<file path="config.mk">
export PLATFORM = sky130hd
export DESIGN_NAME = ftws_front_flat
export DESIGN_NICKNAME = d
export VERILOG_FILES = /design/src/rtl/ftws_pkg.sv /design/src/rtl/ftws_cfg_if.sv /design/src/rtl/ftws_in_if.sv /design/src/rtl/ftws_front.sv /design/src/flat_wrapper.sv
export SDC_FILE = /design/constraint.sdc
export NUM_CORES = 1
export LEC_CHECK = 0
export BUFFER_PORTS_ARGS = -buffer_cell sky130_fd_sc_hd__clkbuf_2
export CORE_UTILIZATION = 45
export DETAILED_ROUTE_END_ITERATION = 16
export GPL_ROUTABILITY_DRIVEN = 0
export PLACE_DENSITY = 0.68
export SLEW_MARGIN = 0
export SYNTH_ARGS = -nofsm -noshare
export SYNTH_HDL_FRONTEND = slang
export SYNTH_SLANG_ARGS = --single-unit
</file>
<file path="constraint.sdc">
create_clock -name clk -period 12.3 [get_ports clk]
set_input_delay 0 -clock clk [delete_from_list [all_inputs] [get_ports clk]]
set_output_delay 0 -clock clk [all_outputs]
set_load 0.005 [all_outputs]
</file>
<file path="src/rtl/ftws_pkg.sv">
// Shared types and constants for the frame time window statistics block.
// Depends on nothing; every file but ftws_ram and ftws_div imports it.
package ftws_pkg;

  // Fixed field widths.
  localparam int unsigned TIME_W  = 20;
  localparam int unsigned FPS_W   = 24;
  localparam int unsigned VAR_W   = 38;
  localparam int unsigned TOTAL_W = 32;
  localparam int unsigned RUN_W   = 16;
  localparam int unsigned CIDX_W  = 3;

  // Arithmetic constants.
  localparam logic [27:0]        FPS_Q8_NUM    = 28'd256000000;
  localparam logic [FPS_W-1:0]   FPS_MAX       = 24'hFFFFFF;
  localparam logic [VAR_W-1:0]   VAR_MAX       = 38'h3FFFFFFFFF;
  localparam logic [VAR_W-1:0]   VAR_STABLE    = 38'd1000000000;
  localparam logic [FPS_W:0]     SPREAD_STABLE = 25'd1280;
  localparam logic [TIME_W-1:0]  SMOOTH_RESET  = 20'd16667;
  localparam logic [31:0]        RECIP10       = 32'hCCCCCCCD;

  // Register reset values.
  localparam logic [TIME_W-1:0]  TARGET_RESET  = 20'd16667;
  localparam logic [TIME_W-1:0]  MARGIN_RESET  = 20'd20000;

  // Configuration register indexes.
  typedef enum logic [CIDX_W-1:0] {
    CFG_TARGET = 3'd0,
    CFG_MARGIN = 3'd1,
    CFG_VSYNC  = 3'd2,
    CFG_SKIP   = 3'd3,
    CFG_SMOOTH = 3'd4
  } cfg_index_t;

  // One classified frame handed from the front part to the back part.
  typedef struct packed {
    logic [TIME_W-1:0]  frame_time_us;
    logic [TOTAL_W-1:0] hitch_total;
    logic [RUN_W-1:0]   hitch_run;
    logic               hitch_warning;
    logic [TIME_W-1:0]  smoothed_time_us;
    logic               skip_next;
  } front_entry_t;

endpackage

</file>
<file path="src/rtl/ftws_cfg_if.sv">
// Configuration write channel: register index and write data.
// Depends on ftws_pkg.
interface ftws_cfg_if import ftws_pkg::*; ();
  logic                valid;
  logic                ready;
  logic [CIDX_W-1:0]   index;
  logic [TIME_W-1:0]   data;

  modport source (output valid, index, data, input ready);
  modport sink   (input valid, index, data, output ready);
endinterface

</file>
<file path="src/rtl/ftws_in_if.sv">
// Input channel carrying one measured frame time per transaction.
// Depends on ftws_pkg.
interface ftws_in_if import ftws_pkg::*; ();
  logic                valid;
  logic                ready;
  logic [TIME_W-1:0]   frame_time_us;

  modport source (output valid, frame_time_us, input ready);
  modport sink   (input valid, frame_time_us, output ready);
endinterface

</file>
<file path="src/rtl/ftws_front.sv">
// Front part: configuration registers, hitch counting, smoothing and skip test.
// Depends on ftws_pkg and the channel interfaces; feeds ftws_queue.
module ftws_front import ftws_pkg::*; #(
  parameter int unsigned HITCH_LIMIT = 3
) (
  input  logic          clk,
  input  logic          rst,
  ftws_cfg_if.sink      cfg,
  ftws_in_if.sink       frame_in,
  input  logic          q_full,
  output logic          q_push,
  output front_entry_t  q_data
);

  logic [TIME_W-1:0]  target_time;
  logic [TIME_W-1:0]  hitch_margin;
  logic               vsync_on;
  logic               skip_on;
  logic               smooth_on;
  logic [TIME_W-1:0]  smoothed;
  logic [RUN_W-1:0]   hitch_run;
  logic [TOTAL_W-1:0] hitch_total;

  logic [TIME_W-1:0]  x;
  logic               hitch;
  logic [RUN_W-1:0]   hitch_run_next;
  logic [TOTAL_W-1:0] hitch_total_next;
  logic               warn;
  logic [23:0]        smooth_sum;
  logic [55:0]        smooth_prod;
  logic [TIME_W-1:0]  smoothed_next;
  logic               skip;

  assign cfg.ready      = 1'b1;
  assign frame_in.ready = !q_full;
  assign q_push         = frame_in.valid && !q_full;
  assign x              = frame_in.frame_time_us;

  // Hitch classification with saturating counters.
  always_comb begin
    hitch            = {1'b0, x} > ({1'b0, target_time} + {1'b0, hitch_margin});
    hitch_run_next   = hitch_run;
    hitch_total_next = hitch_total;
    warn             = 1'b0;
    if (vsync_on) begin
      if (hitch) begin
        if (hitch_run != '1) begin
          hitch_run_next = hitch_run + 1'b1;
        end
        if (hitch_total != '1) begin
          hitch_total_next = hitch_total + 1'b1;
        end
        warn = {1'b0, hitch_run_next} >= 17'(HITCH_LIMIT);
      end else begin
        hitch_run_next = '0;
      end
    end
  end

  // Smoothing: (x + 9 * s + 5) / 10 by reciprocal multiplication.
  assign smooth_sum    = {4'b0, x} + {1'b0, smoothed, 3'b0} + {4'b0, smoothed} + 24'd5;
  assign smooth_prod   = 56'(smooth_sum) * 56'(RECIP10);
  assign smoothed_next = smooth_on ? smooth_prod[54:35] : x;

  // Skip when twice the frame exceeds three times the target.
  assign skip = skip_on && ({1'b0, x, 1'b0} > ({2'b0, target_time} + {1'b0, target_time, 1'b0}));

  always_comb begin
    q_data.frame_time_us    = x;
    q_data.hitch_total      = hitch_total_next;
    q_data.hitch_run        = hitch_run_next;
    q_data.hitch_warning    = warn;
    q_data.smoothed_time_us = smoothed_next;
    q_data.skip_next        = skip;
  end

  // Configuration writes and per frame state.
  always_ff @(posedge clk) begin
    if (rst) begin
      target_time  <= TARGET_RESET;
      hitch_margin <= MARGIN_RESET;
      vsync_on     <= 1'b0;
      skip_on      <= 1'b0;
      smooth_on    <= 1'b1;
      smoothed     <= SMOOTH_RESET;
      hitch_run    <= '0;
      hitch_total  <= '0;
    end else begin
      if (cfg.valid) begin
        unique case (cfg_index_t'(cfg.index))
          CFG_TARGET: target_time  <= cfg.data;
          CFG_MARGIN: hitch_margin <= cfg.data;
          CFG_VSYNC:  vsync_on     <= cfg.data[0];
          CFG_SKIP:   skip_on      <= cfg.data[0];
          CFG_SMOOTH: smooth_on    <= cfg.data[0];
          default: ;
        endcase
      end
      if (q_push) begin
        smoothed    <= smoothed_next;
        hitch_run   <= hitch_run_next;
        hitch_total <= hitch_total_next;
      end
    end
  end

endmodule

</file>
<file path="src/flat_wrapper.sv">
// flat-port wrapper written by rule: the top's interface ports become plain ports
module ftws_front_flat import ftws_pkg::*;
#(
  parameter int unsigned HITCH_LIMIT = 3
)
  (clk, rst, q_full, q_push, q_data, cfg_valid, cfg_index, cfg_data, cfg_ready, frame_in_valid, frame_in_frame_time_us, frame_in_ready);
  ftws_cfg_if cfg_i ();
  ftws_in_if frame_in_i ();
  input  logic clk;
  input  logic rst;
  input  logic q_full;
  output logic q_push;
  output front_entry_t q_data;
  input wire logic [$bits(cfg_i.valid)-1:0] cfg_valid;
  input wire logic [$bits(cfg_i.index)-1:0] cfg_index;
  input wire logic [$bits(cfg_i.data)-1:0] cfg_data;
  output wire logic [$bits(cfg_i.ready)-1:0] cfg_ready;
  input wire logic [$bits(frame_in_i.valid)-1:0] frame_in_valid;
  input wire logic [$bits(frame_in_i.frame_time_us)-1:0] frame_in_frame_time_us;
  output wire logic [$bits(frame_in_i.ready)-1:0] frame_in_ready;
  assign cfg_i.valid = cfg_valid;
  assign cfg_i.index = cfg_index;
  assign cfg_i.data = cfg_data;
  assign cfg_ready = cfg_i.ready;
  assign frame_in_i.valid = frame_in_valid;
  assign frame_in_i.frame_time_us = frame_in_frame_time_us;
  assign frame_in_ready = frame_in_i.ready;
  ftws_front #(.HITCH_LIMIT(HITCH_LIMIT)) u_core (.clk(clk), .rst(rst), .cfg(cfg_i), .frame_in(frame_in_i), .q_full(q_full), .q_push(q_push), .q_data(q_data));
endmodule
</file>
==> Yosys cells after proc, flatten, opt, wreduce, memory -nomap -nowiden <==
Cells that the tools add are included.
{ "totals": {"ff_bits": 111, "in_bits": 48, "out_inout_bits": 93, "wordCells": 45} }
{ "classes": {"add_sub_neg": 7, "multipliers": 1, "n_lt_le_gt_ge": 3, "eq_ne": 6, "n_mux": 11, "reduce_logical": 9} }
{ "op_table": {"columns": ["cell", "count"], "rows": [
  ["32-bit 2-to-1 mux", 3],
  ["16-bit 2-to-1 mux", 5],
  ["24-bit by 32-bit multiplier with 55-bit output (second input constant)", 1],
  ["32-bit by 1-bit adder with 32-bit output (second input constant)", 1],
  ["32-bit inequality test (second input constant)", 1],
  ["20-bit by 23-bit adder with 24-bit output", 1],
  ["24-bit by 20-bit adder with 24-bit output", 1],
  ["24-bit by 3-bit adder with 24-bit output (second input constant)", 1],
  ["20-bit by 21-bit adder with 22-bit output", 1],
  ["21-bit by 22-bit > comparator with 1-bit output", 1],
  ["20-bit by 20-bit adder with 21-bit output", 1],
  ["20-bit by 21-bit > comparator with 1-bit output", 1],
  ["20-bit 2-to-1 mux", 1],
  ["16-bit by 1-bit adder with 16-bit output (second input constant)", 1],
  ["16-bit by 2-bit >= comparator with 1-bit output (second input constant)", 1],
  ["16-bit inequality test (second input constant)", 1],
  ["2-bit AND reduction", 5],
  ["3-bit by 2-bit == test with 1-bit output (second input constant)", 2],
  ["3-bit by 1-bit == test with 1-bit output (second input constant)", 1],
  ["3-bit == test (second input constant)", 1],
  ["3-bit logical NOT", 1],
  ["1-bit logical AND", 2],
  ["1-bit 2-to-1 mux", 2],
  ["1-bit logical NOT", 1]
]} }

==> Longest topological paths before layout <==
{ "depth": {"depth_word": 7, "ltp_mapped": 38, "ltp_nobuf": 38} }

==> Worst setup path after synthesis <==
OpenSTA, ideal clock, no wires.
{ "synth_path": {"path_type": "flip-flop to flip-flop", "startpoint": "register u_core.smoothed[1]", "endpoint": "register u_core.smoothed[16]", "setup_time_ns": 0.115, "t_arrival_ns": 8.692, "required_ns": 12.185, "path_slack_ns": 3.494, "stages_incl_launch_ff": 35, "n_path_buf": 1, "synth_period_minus_slack_ns": 8.806, "cell_sequence": "dfxtp_1 -> ha_1 -> ha_1 -> fa_1 -> a211o_1 -> a21oi_1 -> o221ai_1 -> a311oi_1 -> a21oi_1 -> o21a_1 -> nor2_1 -> nor2_1 -> ha_1 -> inv_1 -> fa_1 -> inv_1 -> fa_1 -> fa_1 -> inv_1 -> fa_1 -> fa_1 -> inv_1 -> fa_1 -> inv_1 -> ha_1 -> clkbuf_1 -> a21o_1 -> a21o_1 -> a21oi_1 -> nor2_1 -> a21oi_1 -> a31oi_1 -> mux2_2 -> a221o_1 -> o21a_1"} }
{ "synth_rtl": {"columns": ["element", "line_no", "rtl"], "rows": [
  ["start: declaration", "ftws_front.sv:20", "logic [TIME_W-1:0] smoothed;"],
  ["start signal: assignment", "ftws_front.sv:100", "smoothed <= smoothed_next;"]
]} }

==> impl_metrics.json <==
{
  "slew_viol_final": 0,
  "drc": 0,
  "drv_cap": 0,
  "post-cts-setup-buffers": 0,
  "grt_overflow_total": 0,
  "drt_iter0_markers": 1039,
  "fp.dieArea_sq_um": 43200,
  "synthFlopType": "dfxtp_1",
  "antenna_found_initial": 0,
  "first_pass_iters": 5,
  "max_freq_ghz": 0.0958,
  "hold_ws_ns": 0.0719,
  "fin_nets": 2935,
  "critPathLaunchType": "flop",
  "cp-end-kind": "output port",
  "vias_per_cell": 5.67,
  "cts_made_buffers": 9,
  "ys_warn_count": 0,
  "cts_tree": "built",
  "rsz0062_at_grt": "no",
  "synth.ff_latch_count": 111,
  "cts_sinks": 111,
  "syn_area_sq_um": 19100,
  "post_drt_wl_per_cell_microns": 17.7,
  "cts.clk_slew.worst_paths_ns": 0.08,
  "r2r.worst_path.cells": 32,
  "synthTopCellsByArea": "ha_1 20%, fa_1 20%, dfxtp_1 12%",
  "placedInstanceArea_sq_um": 20100,
  "gr-usage-all-layers_pct": 24.2,
  "fin_area_sq_um": 20600,
  "layout-area-overhead-vs-synth_pct": 8.10,
  "arrival_ns": 10.44,
  "synth_top_cell_by_area": "ha_1",
  "dieHeight_microns": 208,
  "dp_hpwl_mm": 43.3,
  "slowest_delay_ns": 0.75,
  "diodes": 0,
  "ctsHtreeMaxLevel": 3,
  "clock_skew_ns": 0.0156,
  "seq_area_frac_synth_pct": 11.7,
  "reg2reg_slack_ns": 2.23,
  "io_pins": 141,
  "synth_edf_count": 0,
  "cpMostUsedCell": "fa_1",
  "cts_buffer_depth": 2,
  "tightestPinTransition_ns": 1.07,
  "finalCriticalPeriod_ns": 10.44,
  "slowest_stage": "a21oi_1",
  "setup_violations": 0,
  "insertion_delay_ns": 0.37,
  "initial_utilization_pct": 45.6,
  "criticalPathCategory": "reg -> out",
  "die_w_microns": 208,
  "cts_root_buf": "clkbuf_16",
  "slew_headroom_pct": 28.5,
  "hp-class": "in -> reg",
  "grt_pass1_wl_mm": 84.5,
  "grt_max_degree": 61,
  "vias": 16600,
  "min_path_cells": 3,
  "syn_nets": 2839,
  "cp_max_fo": 9,
  "port_buffers": 139,
  "period_share_pct": 84.9,
  "status": "finished clean",
  "fin_setup_tns_ns": 0,
  "grt_pass1_vias": 16600,
  "core_sq_um": 41900,
  "async_reset_ff_share_pct": 0,
  "avgSynthCellArea_sq_um": 8.34,
  "placementRows": 75,
  "cp_data_required_time_ns": 12.30,
  "yosysTopAreaCellShare_pct": 20.5,
  "hold_viol_final": 0,
  "netlist-cell-type-count": 84,
  "netlist_instances": 2286,
  "drive_gt1_share_pct": 8.80,
  "wirelength_mm": 51.8,
  "postRouteAntennaNets": 0
}
[path summary, 6_finish.rpt]
| path | start | endpoint |
|---|---|---|
| worst max-delay path | u_core.smoothed[1]$_SDFFE_PP1P_ | q_data[10] |
| worst min register to register | u_core.hitch_margin[17]$_SDFFE_PP0P_ | u_core.hitch_margin[17]$_SDFFE_PP0P_ |
| worst min-delay path | frame_in_frame_time_us[11] | u_core.smoothed[11]$_SDFFE_PP0P_ |
| worst max register to register | u_core.smoothed[1]$_SDFFE_PP1P_ | u_core.smoothed[8]$_SDFFE_PP1P_ |
[repair_timing]
action | in CTS | in global routing
endpoints found under the hold margin | 39 | 0
hold buffers | 20 | 0
gates resized for setup | 0 | 0
[worst max-delay path: cells and delay by family (launching register included)]
kind            cells  cell delay [ns]
fa+ha+maj          11             4.88
compound gates     11             3.23
simple gates        4             0.68
buf+inv             6             0.48
mux                 1             0.39
flops               1             0.38
[area by class of cell]
class | count | area (sq um)
Clock buffer | 9 | 225
Inverter | 357 | 1340
Clock inverter | 6 | 47.5
Multi-Input combinational cell | 1732 | 15100
Timing Repair Buffer | 171 | 986
Sequential cell | 111 | 2220
Fill cell | 4061 | 21200
Tap cell | 539 | 674
[layer usage]
layer,part of all wire (%),vias to the layer above,track usage [%]
met5,0,-,0
met3,4.8,88,2.84
met4,3.3,0,8.40
li1,-,7942,-
met2,48,462,42.4
met1,43,8095,30.7
[cells in the mapped netlist, types with 5 or more instances]
cell	instances
xor2_1	69
buf_2	7
and2_1	11
o31ai_1	11
fa_1	193
buf_4	23
nor3_1	51
a31oi_1	17
nand3b_1	5
nor4_1	8
mux2i_1	8
nand4_1	40
clkbuf_1	52
nor2_1	153
nand2_1	183
o21a_1	29
o21ai_0	68
and4_1	7
o21bai_1	14
a211o_1	9
and3_1	24
nor2b_1	17
nand3_1	87
a21o_1	46
o22ai_1	5
inv_1	357
o211ai_1	10
mux2_2	14
a21oi_1	149
xnor2_1	56
ha_1	312
dfxtp_1	111
nand2b_1	16
or3_1	16
a211oi_1	14
or2_2	6
[stage by stage]
stage                     instances  worst slack [ns]  util (%)
after floorplan                2286              3.49         -
final                          2925              1.86      49.2
after global placement         2890              2.44      48.1
after CTS                      2925              1.94      49.2
after global routing           2925              1.23      49.2
after detailed placement       2890              2.38      48.1
[layout by cell type, fill, tap and decap left out, types with 69 or more instances in the layout]
cell	count
xor2_1	69
a21oi_1	149
ha_1	312
inv_1	357
dfxtp_1	111
nand3_1	87
nand2_1	183
clkbuf_2	138
nor2_1	153
fa_1	193
[sequential cells by signal, summed over array words and instances, names as in the netlist]
signal / flops
u_core.hitch_total: 32
u_core.smoothed: 20
u_core.smooth_on: 1
u_core.vsync_on: 1
u_core.hitch_margin: 20
u_core.target_time: 20
u_core.skip_on: 1
u_core.hitch_run: 16
[logic make-up (layout without fill, tap and decap cells)]
| group | after synthesis | after routing | synth area share (%) |
|---|---|---|---|
| multiplexers | 22 | 22 | 1.25 |
| flip-flops | 111 | 111 | 11.7 |
| AO/OA/AOI/OAI | 433 | 433 | 14.9 |
| AND/OR/NAND/NOR | 646 | 646 | 16.5 |
| adder cells (fa/ha/maj) | 505 | 505 | 40.7 |
| buffers and inverters | 443 | 543 | 9.23 |
| XOR/XNOR | 125 | 125 | 5.74 |
| other | 1 | 1 | 0.0197 |
Power is not shown: default switching activity piles up to over one toggle a cycle in this logic, so the estimate is an artifact.
