File: src/rtl/ftws_pkg.sv
// Shared types and constants for the frame time window statistics block.
// Depends on nothing; every file but ftws_ram and ftws_div imports it.
package ftws_pkg;

  // Fixed field widths.
  localparam int unsigned TIME_W  = 20;
  localparam int unsigned FPS_W   = 24;
  localparam int unsigned VAR_W   = 38;
  localparam int unsigned TOTAL_W = 32;
  localparam int unsigned RUN_W   = 16;
  localparam int unsigned CIDX_W  = 3;

  // Arithmetic constants.
  localparam logic [27:0]        FPS_Q8_NUM    = 28'd256000000;
  localparam logic [FPS_W-1:0]   FPS_MAX       = 24'hFFFFFF;
  localparam logic [VAR_W-1:0]   VAR_MAX       = 38'h3FFFFFFFFF;
  localparam logic [VAR_W-1:0]   VAR_STABLE    = 38'd1000000000;
  localparam logic [FPS_W:0]     SPREAD_STABLE = 25'd1280;
  localparam logic [TIME_W-1:0]  SMOOTH_RESET  = 20'd16667;
  localparam logic [31:0]        RECIP10       = 32'hCCCCCCCD;

  // Register reset values.
  localparam logic [TIME_W-1:0]  TARGET_RESET  = 20'd16667;
  localparam logic [TIME_W-1:0]  MARGIN_RESET  = 20'd20000;

  // Configuration register indexes.
  typedef enum logic [CIDX_W-1:0] {
    CFG_TARGET = 3'd0,
    CFG_MARGIN = 3'd1,
    CFG_VSYNC  = 3'd2,
    CFG_SKIP   = 3'd3,
    CFG_SMOOTH = 3'd4
  } cfg_index_t;

  // One classified frame handed from the front part to the back part.
  typedef struct packed {
    logic [TIME_W-1:0]  frame_time_us;
    logic [TOTAL_W-1:0] hitch_total;
    logic [RUN_W-1:0]   hitch_run;
    logic               hitch_warning;
    logic [TIME_W-1:0]  smoothed_time_us;
    logic               skip_next;
  } front_entry_t;

endpackage

File: src/rtl/ftws_queue.sv
// Two entry queue of classified frames between the front and back parts.
// Depends on ftws_pkg.
module ftws_queue import ftws_pkg::*; (
  input  logic          clk,
  input  logic          rst,
  input  logic          push,
  input  front_entry_t  push_data,
  output logic          full,
  input  logic          pop,
  output logic          empty,
  output front_entry_t  head
);

  front_entry_t slots [2];
  logic         wr_ptr;
  logic         rd_ptr;
  logic [1:0]   count;

  assign full  = count == 2'd2;
  assign empty = count == 2'd0;
  assign head  = slots[rd_ptr];

  // Pointer and count update.
  always_ff @(posedge clk) begin
    if (rst) begin
      wr_ptr <= 1'b0;
      rd_ptr <= 1'b0;
      count  <= 2'd0;
    end else begin
      if (push) begin
        wr_ptr <= ~wr_ptr;
      end
      if (pop) begin
        rd_ptr <= ~rd_ptr;
      end
      if (push && !pop) begin
        count <= count + 2'd1;
      end else if (pop && !push) begin
        count <= count - 2'd1;
      end
    end
  end

  // Entry storage.
  always_ff @(posedge clk) begin
    if (push) begin
      slots[wr_ptr] <= push_data;
    end
  end

endmodule

File: config.mk
export PLATFORM = sky130hd
export DESIGN_NAME = ftws_queue
export DESIGN_NICKNAME = d
export VERILOG_FILES = /design/src/rtl/ftws_pkg.sv /design/src/rtl/ftws_queue.sv
export SDC_FILE = /design/constraint.sdc
export NUM_CORES = 1
export LEC_CHECK = 0
export BUFFER_PORTS_ARGS = -buffer_cell sky130_fd_sc_hd__buf_2
export CORE_ASPECT_RATIO = 1.75
export CORE_MARGIN = 3
export CORE_UTILIZATION = 52
export DETAILED_ROUTE_END_ITERATION = 7
export HOLD_SLACK_MARGIN = 0.05
export PLACE_DENSITY = 0.79
export SETUP_SLACK_MARGIN = 0.4
export SKIP_CTS_REPAIR_TIMING = 1
export SLEW_MARGIN = 0
export SYNTH_ARGS = -nofsm -noshare
export SYNTH_HDL_FRONTEND = slang
export SYNTH_SLANG_ARGS = --single-unit
export TNS_END_PERCENT = 50
File: constraint.sdc
create_clock -name clk -period 5.48 [get_ports clk]
set_input_delay 0.548 -clock clk [delete_from_list [all_inputs] [get_ports clk]]
set_output_delay 0.548 -clock clk [all_outputs]
set_load 0.01 [all_outputs]
* Word level (Yosys, flattened, before mapping)
Memory sizes are Yosys's and may differ from the RTL's. A register that Yosys moved wholly into a read port is not among the register bits.
Cells that the tools add are included.
Widths: inputs -> output; s select.
** Storage, ports and cells
- Register bits :: 4
- Bits in latches :: 0
- Memory bits (writable) :: 180
- Memory bits (read-only) :: 0
- Input bits :: 94
- Output and inout port bits :: 92
- Memories kept :: 1
** Cells by class
- Add/subtract/negate cells :: 2
- Multiply operators :: 0
- Divide/modulo/power cells :: 0
- Order comparisons :: 0
- Equality and inequality tests :: 1
- Shift operators :: 0
- Mux-type cells :: 6
- Bitwise gates (word level) :: 2
- Reductions and logical operators :: 6
** Memories
- slots :: words 2, width 90, rd ports 1, clocked after memory_dff 1, wr ports 1, line ftws_queue.sv:14 : front_entry_t slots [2];
** Operators by type and width (number)
- $mux 1 :: 4
- $mux 2 :: 2
- $add 2x1->2 const B :: 1
- $eq 2x2->1 const B :: 1
- $logic_and 1x1->1 :: 2
- $logic_not 1->1 :: 2
- $logic_not 2->1 :: 1
- $not 1->1 :: 2
- $reduce_bool 2->1 :: 1
- $sub 2x1->2 const B :: 1

* Depth between registers and ports, before layout
Gate-level depths: netlist of the first run.
- Depth in word-level cells :: 4
- Depth in mapped cells :: 5
- Mapped depth without buffers :: 5

* Least setup slack after synthesis of the first run
Ideal clock, no wire load.
- Path type :: input to register
- Start point :: input push
- End point :: memory slots[0][0] (netlist bit), enable pin
- Data arrival time :: 4.473 ns
- Slack :: 0.457 ns
- Cell stages on the path :: 1
- Buffers on the path :: 0
- Cell sequence :: nor2b_1
** On the way
- Cells in the longest elaborated chain, start to end :: 2
** RTL lines
- from (decl) :: line ftws_queue.sv:6 : input logic push,
- $mux 1 :: line ftws_queue.sv:46 : if (push) begin
- $mux 1 (implied by the code) :: line ftws_queue.sv:47 : slots[wr_ptr] <= push_data;
- to (decl) :: line ftws_queue.sv:14
Every way passes these cells.

==> flow_summary.ini, run 1 <==
[routing]
dr.pass1.iters = 4
routed_wl_um = 12300
drt-vias-per-instance = 5.02
drcViolationCount = 0
ant_nets = 0
wl_per_cell_um = 18.1
drtIter0Drc = 163
dr_total_vias = 3417

[floorplan]
rows = 54
io_pins = 186
core_area_um2 = 12600
die_h_um = 157
fp.dieW_um = 92.0
die_area_um2 = 14400
start_util_pct = 53.6

[timing]
max_freq_mhz = 348
finalCriticalPeriod_ns = 2.88
skew_ns = 0.00651
rsz0062_at_grt = false
worst_pin_slew_ns = 1.21
hold_slack_ns = 0.320
slew_violations = 0
setup_violations = 0
slew_headroom_pct = 19.5
hold_violations = 0
finalCritPeriodShare_pct = 52.5
finalSetupTns_ns = 0

[cells_and_area]
fill_cells = 882
final_cells = 681
synthToLayoutAreaGrowth_pct = 25.1
layout.nets = 594
fin_area_um2 = 8420
drive_gt1_share_pct = 60.7

[pwr]
p_total_mw = 3.27
p_leak_nw = 3.16
ir_worst_vdd_v = 0.000308
power_density_nw_per_um2 = 388

[clock_tree]
h-tree-depth = 4
cts-root-buf = clkbuf_16
clk_path_buf_depth = 2
cts_made_buffers = 17
cts_sinks = 185
insertion_delay_ns = 0.41
clk_pin_slew_ns = 0.07
cts_tree = done

[synth]
synth_xor_area_share_pct = 0.520
synth_area_um2 = 6740
syn-mean-instance-area_um2 = 22.3
synth.area.top_cells = edfxtp_1 80%, mux2_2 15%, buf_6 1.5%
synthSimpleGateAreaFrac_pct = 0.687
synth_fp_nets = 397
yosysTopAreaCellShare_pct = 80.3
synthCells = 302
ys_seq_area_share_pct = 81.7
ys_ff_latch = 185
synth_top_family_by_area = multiplexers
ys_warn_count = 0
synth_top_cell_by_area = edfxtp_1
synth_compound_area_share_pct = 0.149
synth_mux_area_share_pct = 15.0
synth_adder_area_share_pct = 0.186
ys_types = 16

[critical_path]
critPathKind = reg -> out
cp_max_fo = 52
critPathRequiredTime_ns = 4.93
end_kind = output port
reg2reg_depth = 2
cp-start-kind = flip-flop
worstPathArrival_ns = 2.33

[run]
drv_cap = 0

[grt]
grt_overflow = 0
grt_max_degree = 91
grt_pass1_wl_um = 18500
grt_pass1_vias = 3649
grt_usage_pct = 17.2
antenna_found_initial = 3

[worst_hold_path]
hp-class = in -> reg
min_path_cells = 1

[placed_design]
dpl_cell_area_um2 = 7800
dpl.hpwl_um = 8290
dp_cells = 648
numPortBuffers = 185
gp_congestion = 0.750

[outcome]
status = finished clean
==> critical path, cell delays in order (launching register included) <==
cell and delay (ns):
dfxtp_4 0.66, buf_4 0.63, mux2_2 0.42, buf_2 0.14
==> cells in the final DEF, fill, tap and decap left out <==
cell	netlist	final
a21oi_1	1	1
and2_4	0	1
and2b_2	1	1
buf_2	0	185
buf_4	1	3
bufinv_16	0	4
clkbuf_1	0	2
clkbuf_16	0	17
clkinv_1	0	1
clkinv_2	0	1
clkinvlp_4	0	3
dfxtp_1	5	4
dfxtp_4	0	1
diode_2	0	1
edfxtp_1	180	180
ha_1	1	1
inv_1	1	1
inv_6	0	3
inv_8	0	1
mux2_2	90	90
nor2_1	5	5
nor2b_4	0	1
o21ai_0	1	1
or3_1	1	1
xnor2_1	2	2
xor2_1	2	2
==> registers in the layout, summed over array words and instances (netlist names), named ones only <==
register and cells:
count 2, rd_ptr 1, slots 180, wr_ptr 1
==> cell usage after synthesis, drive strengths merged <==
cell / n
a21oi: 1
and2: 1
and2b: 1
buf: 10
dfxtp: 5
edfxtp: 180
ha: 1
inv: 1
mux2: 90
nor2: 5
nor2b: 1
o21ai: 1
or3: 1
xnor2: 2
xor2: 2
==> cell type report <==
cell class | instances | area (um^2) | share of cell area [%]
clock buffers | 19 | 433 | 5.14
diodes | 1 | 2.50 | 0.0297
repair buffers | 188 | 948 | 11.3
well taps | 168 | 210 | 2.50
inverters | 1 | 3.75 | 0.0446
flip-flops and latches | 185 | 5510 | 65.4
multi-input cells | 106 | 1130 | 13.4
clock inverters | 13 | 189 | 2.24
==> routing by layer <==
metal	global-route usage, %	vias up	wire length, um	share of wire (%)
met2	30.9	111	6950	56
met3	4.95	23	667	5.4
li1	-	1586	-	-
met1	18.5	1691	4380	36
met5	0	-	44	0.36
met4	8.22	6	286	2.3
==> logic make-up after synthesis <==
kind of cell	after synthesis
compound gates	2
xor+xnor	4
fa+ha+maj	1
buf+inv	11
flops	185
mux	90
simple gates	9
==> stage by stage <==
step	setup slack, ns	utilization, %
floorplan	0.457	-
global placement	3.03	62.1
detailed placement	2.98	62.1
CTS	2.54	67.0
global route	2.46	67.0
finish	2.60	67.0
==> path summary, 6_finish.rpt <==
kind	from	end	slack, ns
worst max-delay path	flip-flop	head[48]	2.60
worst min-delay path	push_data[39]	slots[0][39]	0.32
worst max register to register	wr_ptr	slots[1][14]	3.56
worst min register to register	count[1]	count[1]	0.51
==> report_power, final <==
part	total (mW)	internal [mW]	switching, mW
registers	1.68	1.65	0.0322
logic	0.321	0.154	0.168
clock network	1.26	0.769	0.494
Note: power is estimated with default switching activity, not from simulation.
==> inputs of run 2 (changes only) <==
CORE_UTILIZATION = 47   (was 52)
PLACE_DENSITY = 0.76   (was 0.79)
clock period = 2.36 ns   (was 5.48 ns; I/O delays follow)
==> flow_summary.ini, run 2 (synthesis gave the netlist of run 1 again) <==
[grt]
grt_pass1_wl_um = 19000
grt_usage_pct = 16.8
antenna_found_initial = 0
grt_max_degree = 54
grt_overflow = 0
grt_pass1_vias = 3850

[cells_and_area]
layout.nets = 692
fill_cells = 946
antenna_cells = 0
multi_input_area_um2 = 1130
largest_reg_flops = 180
most-common-layout-cells = 185 x buf_2, 180 x edfxtp_1, 91 x dlygate4sd3_1, 90 x mux2_2, 17 x clkbuf_16
regMostFlops = slots
top_regs = slots: 180 flops, count: 2 flops
ff_latch_area_um2 = 5510
synthToLayoutAreaGrowth_pct = 39.3
drive_gt1_share_pct = 52.6
layout_commonest_cell = buf_2

[floorplan]
start_util_pct = 48.2
io_pins = 186
core_area_um2 = 14000
rows = 57
die_area_um2 = 15900
fp.dieW_um = 96.5
die_h_um = 164

[timing]
finalCriticalPeriod_ns = 1.87
skew_ns = 0.00770
finalSetupTns_ns = 0
worst_pin_slew_ns = 0.714
max_freq_mhz = 535
worst_slack_ns = 0.490
setup_violations = 0
hold_slack_ns = 0.118
rsz0062_at_grt = false
slew_violations = 0
slew_headroom_pct = 52.4
finalCritPeriodShare_pct = 79.2
hold_violations = 0

[routing]
drtIter0Drc = 242
routed_wl_um = 14300
drt-met1-wl_um = 4940
drcViolationCount = 0
ant_nets = 0
dr_total_vias = 3858
wl_per_cell_um = 18.2
dr.pass1.iters = 4
met2WireLength_um = 8400
wl_met3_um = 613
drt-vias-per-instance = 4.90
highest_layer = met4

[critical_path]
r2r-end = slots[1][4]
worstPathArrival_ns = 1.63
cp-start-kind = flip-flop
end_kind = output port
rrSetupSlack_ns = 0.87
critPathKind = reg -> out
cp_max_fo = 34
critPathRequiredTime_ns = 2.12
r2r-start = wr_ptr
reg2reg_depth = 2

[pwr]
p_leak_nw = 3.58
ir_worst_vdd_v = 0.000649
p_total_mw = 7.46
power_density_nw_per_um2 = 796

[run]
drv_cap = 0

[placed_design]
dpl.hpwl_um = 9140
numPortBuffers = 185
post-place-ws_ns = 0.668
gp_congestion = 0.730

[clock_tree]
h-tree-depth = 4
cts_tree = done
insertion_delay_ns = 0.42
cts_sinks = 185
clk_path_buf_depth = 2
clk_pin_slew_ns = 0.07
cts_made_buffers = 17
cts-root-buf = clkbuf_16

[outcome]
status = finished clean

[worst_hold_path]
min_path_cells = 3
min-delay-start = pop
hp-class = in -> reg
[run 2: cell count changes in the layout (fill, tap and decap cells not counted), sizes merged]
cell / delta
dlygate4sd3: +91
inv: +3
clkinvlp: -3
diode: -1
buf: +7
bufinv: -4
clkbuf: -1
clkinv: +5
[run 2: per-stage QoR]
stage / cell area, um^2 / instances / utilization (%)
floorplan: 6750 / 302 / -
global placement: 7870 / 660 / 56.3
detailed placement: 7870 / 660 / 56.3
CTS: 8430 / 692 / 60.3
global route: 9380 / 787 / 67.1
finish: 9380 / 787 / 67.1
[run 2: worst max-delay path by stage]
stage          startpoint           to  slack (ns)
4_1_cts         flip-flop     head[88]        0.20
6_report        flip-flop     head[27]        0.49
3_5_place_dp    flip-flop     head[88]        0.67
3_3_place_gp    flip-flop     head[88]        0.69
2_1_floorplan      wr_ptr  slots[0][0]        0.28
5_1_grt         flip-flop     head[25]        0.44
[run 2: area by class of cell]
class / count / area share (%)
Multi-Input combinational cell: 106 / 12.0
Inverter: 1 / 0.0400
Clock inverter: 14 / 1.39
Timing Repair Buffer: 286 / 20.9
Tap cell: 177 / 2.36
Sequential cell: 185 / 58.8
Clock buffer: 18 / 4.58
[run 2: worst max-delay path, stage by stage (launching register included)]
cell	delay (ns)
dfxtp_4	0.44
buf_12	0.23
mux2_2	0.38
buf_2	0.15
[run 2: where the power goes]
group | internal [mW] | switching, mW | total, mW
sequential | 3.83 | 0.0586 | 3.89
clock | 1.39 | 1.24 | 2.64
combinational | 0.483 | 0.455 | 0.938
[run 2: layer usage]
| layer | GRT usage, % | up-vias |
|---|---|---|
| met3 | 5.32 | 27 |
| met1 | 16.3 | 1917 |
| met4 | 8.94 | 0 |
| met2 | 30.5 | 127 |
| met5 | 0 | - |
| li1 | - | 1787 |
==> inputs of run 3 (changes only) <==
clock period = 1.7 ns   (was 2.36 ns; I/O delays follow)
==> flow_summary.ini, run 3 (synthesis gave the netlist of run 1 again) <==
[outcome]
status = finished, violations left
violations = setup timing

[timing]
worst_slack_ns = -0.0627
slew_violations = 0
skew_ns = 0.00933
finalCritPeriodShare_pct = 104
finalCriticalPeriod_ns = 1.76
slew_headroom_pct = 80.1
rsz0062_at_grt = true
worst_pin_slew_ns = 0.298
setup_violations = 76
hold_violations = 0
max_freq_mhz = 567
hold_slack_ns = 0.0530

[critical_path]
r2r-end = slots[0][44]
critPathRequiredTime_ns = 1.53
worstPathCellList = buf_12 > clkbuf_16 > mux2_2 > buf_2
cp-start-kind = flip-flop
reg2reg_depth = 2
rrSetupSlack_ns = 0.50
crit_family = buffers and inverters
max_stage_delay_ns = 0.36
critPathKind = reg -> out
cp_max_fo = 10
worstPathArrival_ns = 1.59
end_kind = output port
r2r-start = wr_ptr
cp_slowest_cell = dfxtp_4
cp_num_buf_inv = 3

[floorplan]
die_h_um = 164
core_area_um2 = 14000
die_area_um2 = 15900
io_pins = 186
start_util_pct = 48.2
rows = 57
fp.dieW_um = 96.5

[pwr]
power_density_nw_per_um2 = 1090
switching_share_pct = 22.4
ir_worst_vdd_v = 0.000936
p_leak_nw = 3.84
p_sw_mw = 2.42
internal_power_mw = 8.40
p_comb_share_pct = 14.9
p_seq_share_pct = 49.9
pwr-share-clk_pct = 35.2

[grt]
grt_pass1_vias = 3584
antenna_found_initial = 0
grt_usage_pct = 15.6
grt_overflow = 0
grt_pass1_wl_um = 17900
grt_max_degree = 52

[placed_design]
gp_congestion = 0.767
dpl.hpwl_um = 8710
dp_cells = 660
numPortBuffers = 185

[clock_tree]
cts-root-buf = clkbuf_16
cts_sinks = 185
cts_made_buffers = 17
clk_pin_slew_ns = 0.07
insertion_delay_ns = 0.41
clk_path_buf_depth = 2
h-tree-depth = 4
cts_tree = done

[routing]
drt-vias-per-instance = 4.89
wl_per_cell_um = 19.3
ant_nets = 0
routed_wl_um = 15300
dr_total_vias = 3875
drcViolationCount = 0
drtIter0Drc = 160
dr.pass1.iters = 4

[run]
drv_cap = 0

[cells_and_area]
regMostFlops = slots
post-route-util_pct = 71.0
top_regs = slots: 180 flops, count: 2 flops
final_cells = 793
most-common-layout-cells = 180 x edfxtp_1, 150 x buf_2, 91 x dlygate4sd3_1, 64 x mux2_2, 39 x buf_6
layout.nets = 700
drive_gt1_share_pct = 53.2
synthToLayoutAreaGrowth_pct = 47.4
layout_commonest_cell = edfxtp_1
largest_reg_flops = 180
antenna_cells = 0
fill_cells = 889

[worst_hold_path]
min-delay-start = pop
hold_end = rd_ptr
min_path_cells = 3
hp-class = in -> reg
[run 3: changes by cell type in the layout (fill, tap and decap cells not counted), moves of 3 or more]
cell	before	now
clkbuf_16	17	21
mux2_2	90	64
buf_12	3	6
buf_2	185	150
clkinvlp_4	0	3
mux2_4	0	26
buf_6	0	39
buf_4	6	2
[run 3: power by group through the flow]
stage	Sequential [mW]	Clock (mW)	Combinational, mW
3_5_place_dp	5.50	0	1.12
6_report	5.40	3.81	1.61
5_1_grt	5.41	4.10	1.72
2_1_floorplan	5.47	0	0.654
3_3_place_gp	5.48	0	1.10
4_1_cts	5.40	3.86	1.13
[run 3: area by class of cell]
cell class	instances	area [um^2]	share of cell area, %
multi-input cells	106	1220	12.3
clock buffers	18	429	4.32
inverters	1	3.75	0.0378
clock inverters	12	143	1.44
flip-flops and latches	185	5510	55.5
well taps	177	221	2.23
repair buffers	294	2390	24.1
[run 3: metal layers]
metal	track usage, %	part of all wire (%)	vias up
met2	28.4	57	138
met1	14.8	35	1902
met4	8.11	3.2	0
met3	5.36	5.0	34
met5	0	0	-
li1	-	-	1801
[run 3: worst min-delay path: stages]
cell and delay [ns]:
buf_2 0.10, xnor2_1 0.07, nor2_1 0.09
[run 3: worst max-delay path by stage]
stage,start,endpoint,cells past startpoint
3_5_place_dp,flip-flop,head[23],3
4_1_cts,flip-flop,head[23],3
6_report,flip-flop,head[49],4
3_3_place_gp,flip-flop,head[23],3
2_1_floorplan,wr_ptr,slots[0][0],1
5_1_grt,flip-flop,head[38],4
[run 3: per-stage QoR]
stage	cell area, um^2	setup slack (ns)	TNS [ns]	total power, mW
after detailed placement	7910	0.231	0	6.62
after CTS	8480	-0.215	-13.60	10.4
after global placement	7910	0.241	0	6.58
after floorplan	6750	-0.385	-55.08	6.12
final	9930	-0.0627	-2.20	10.8
after global routing	9930	-0.117	-6.45	11.2
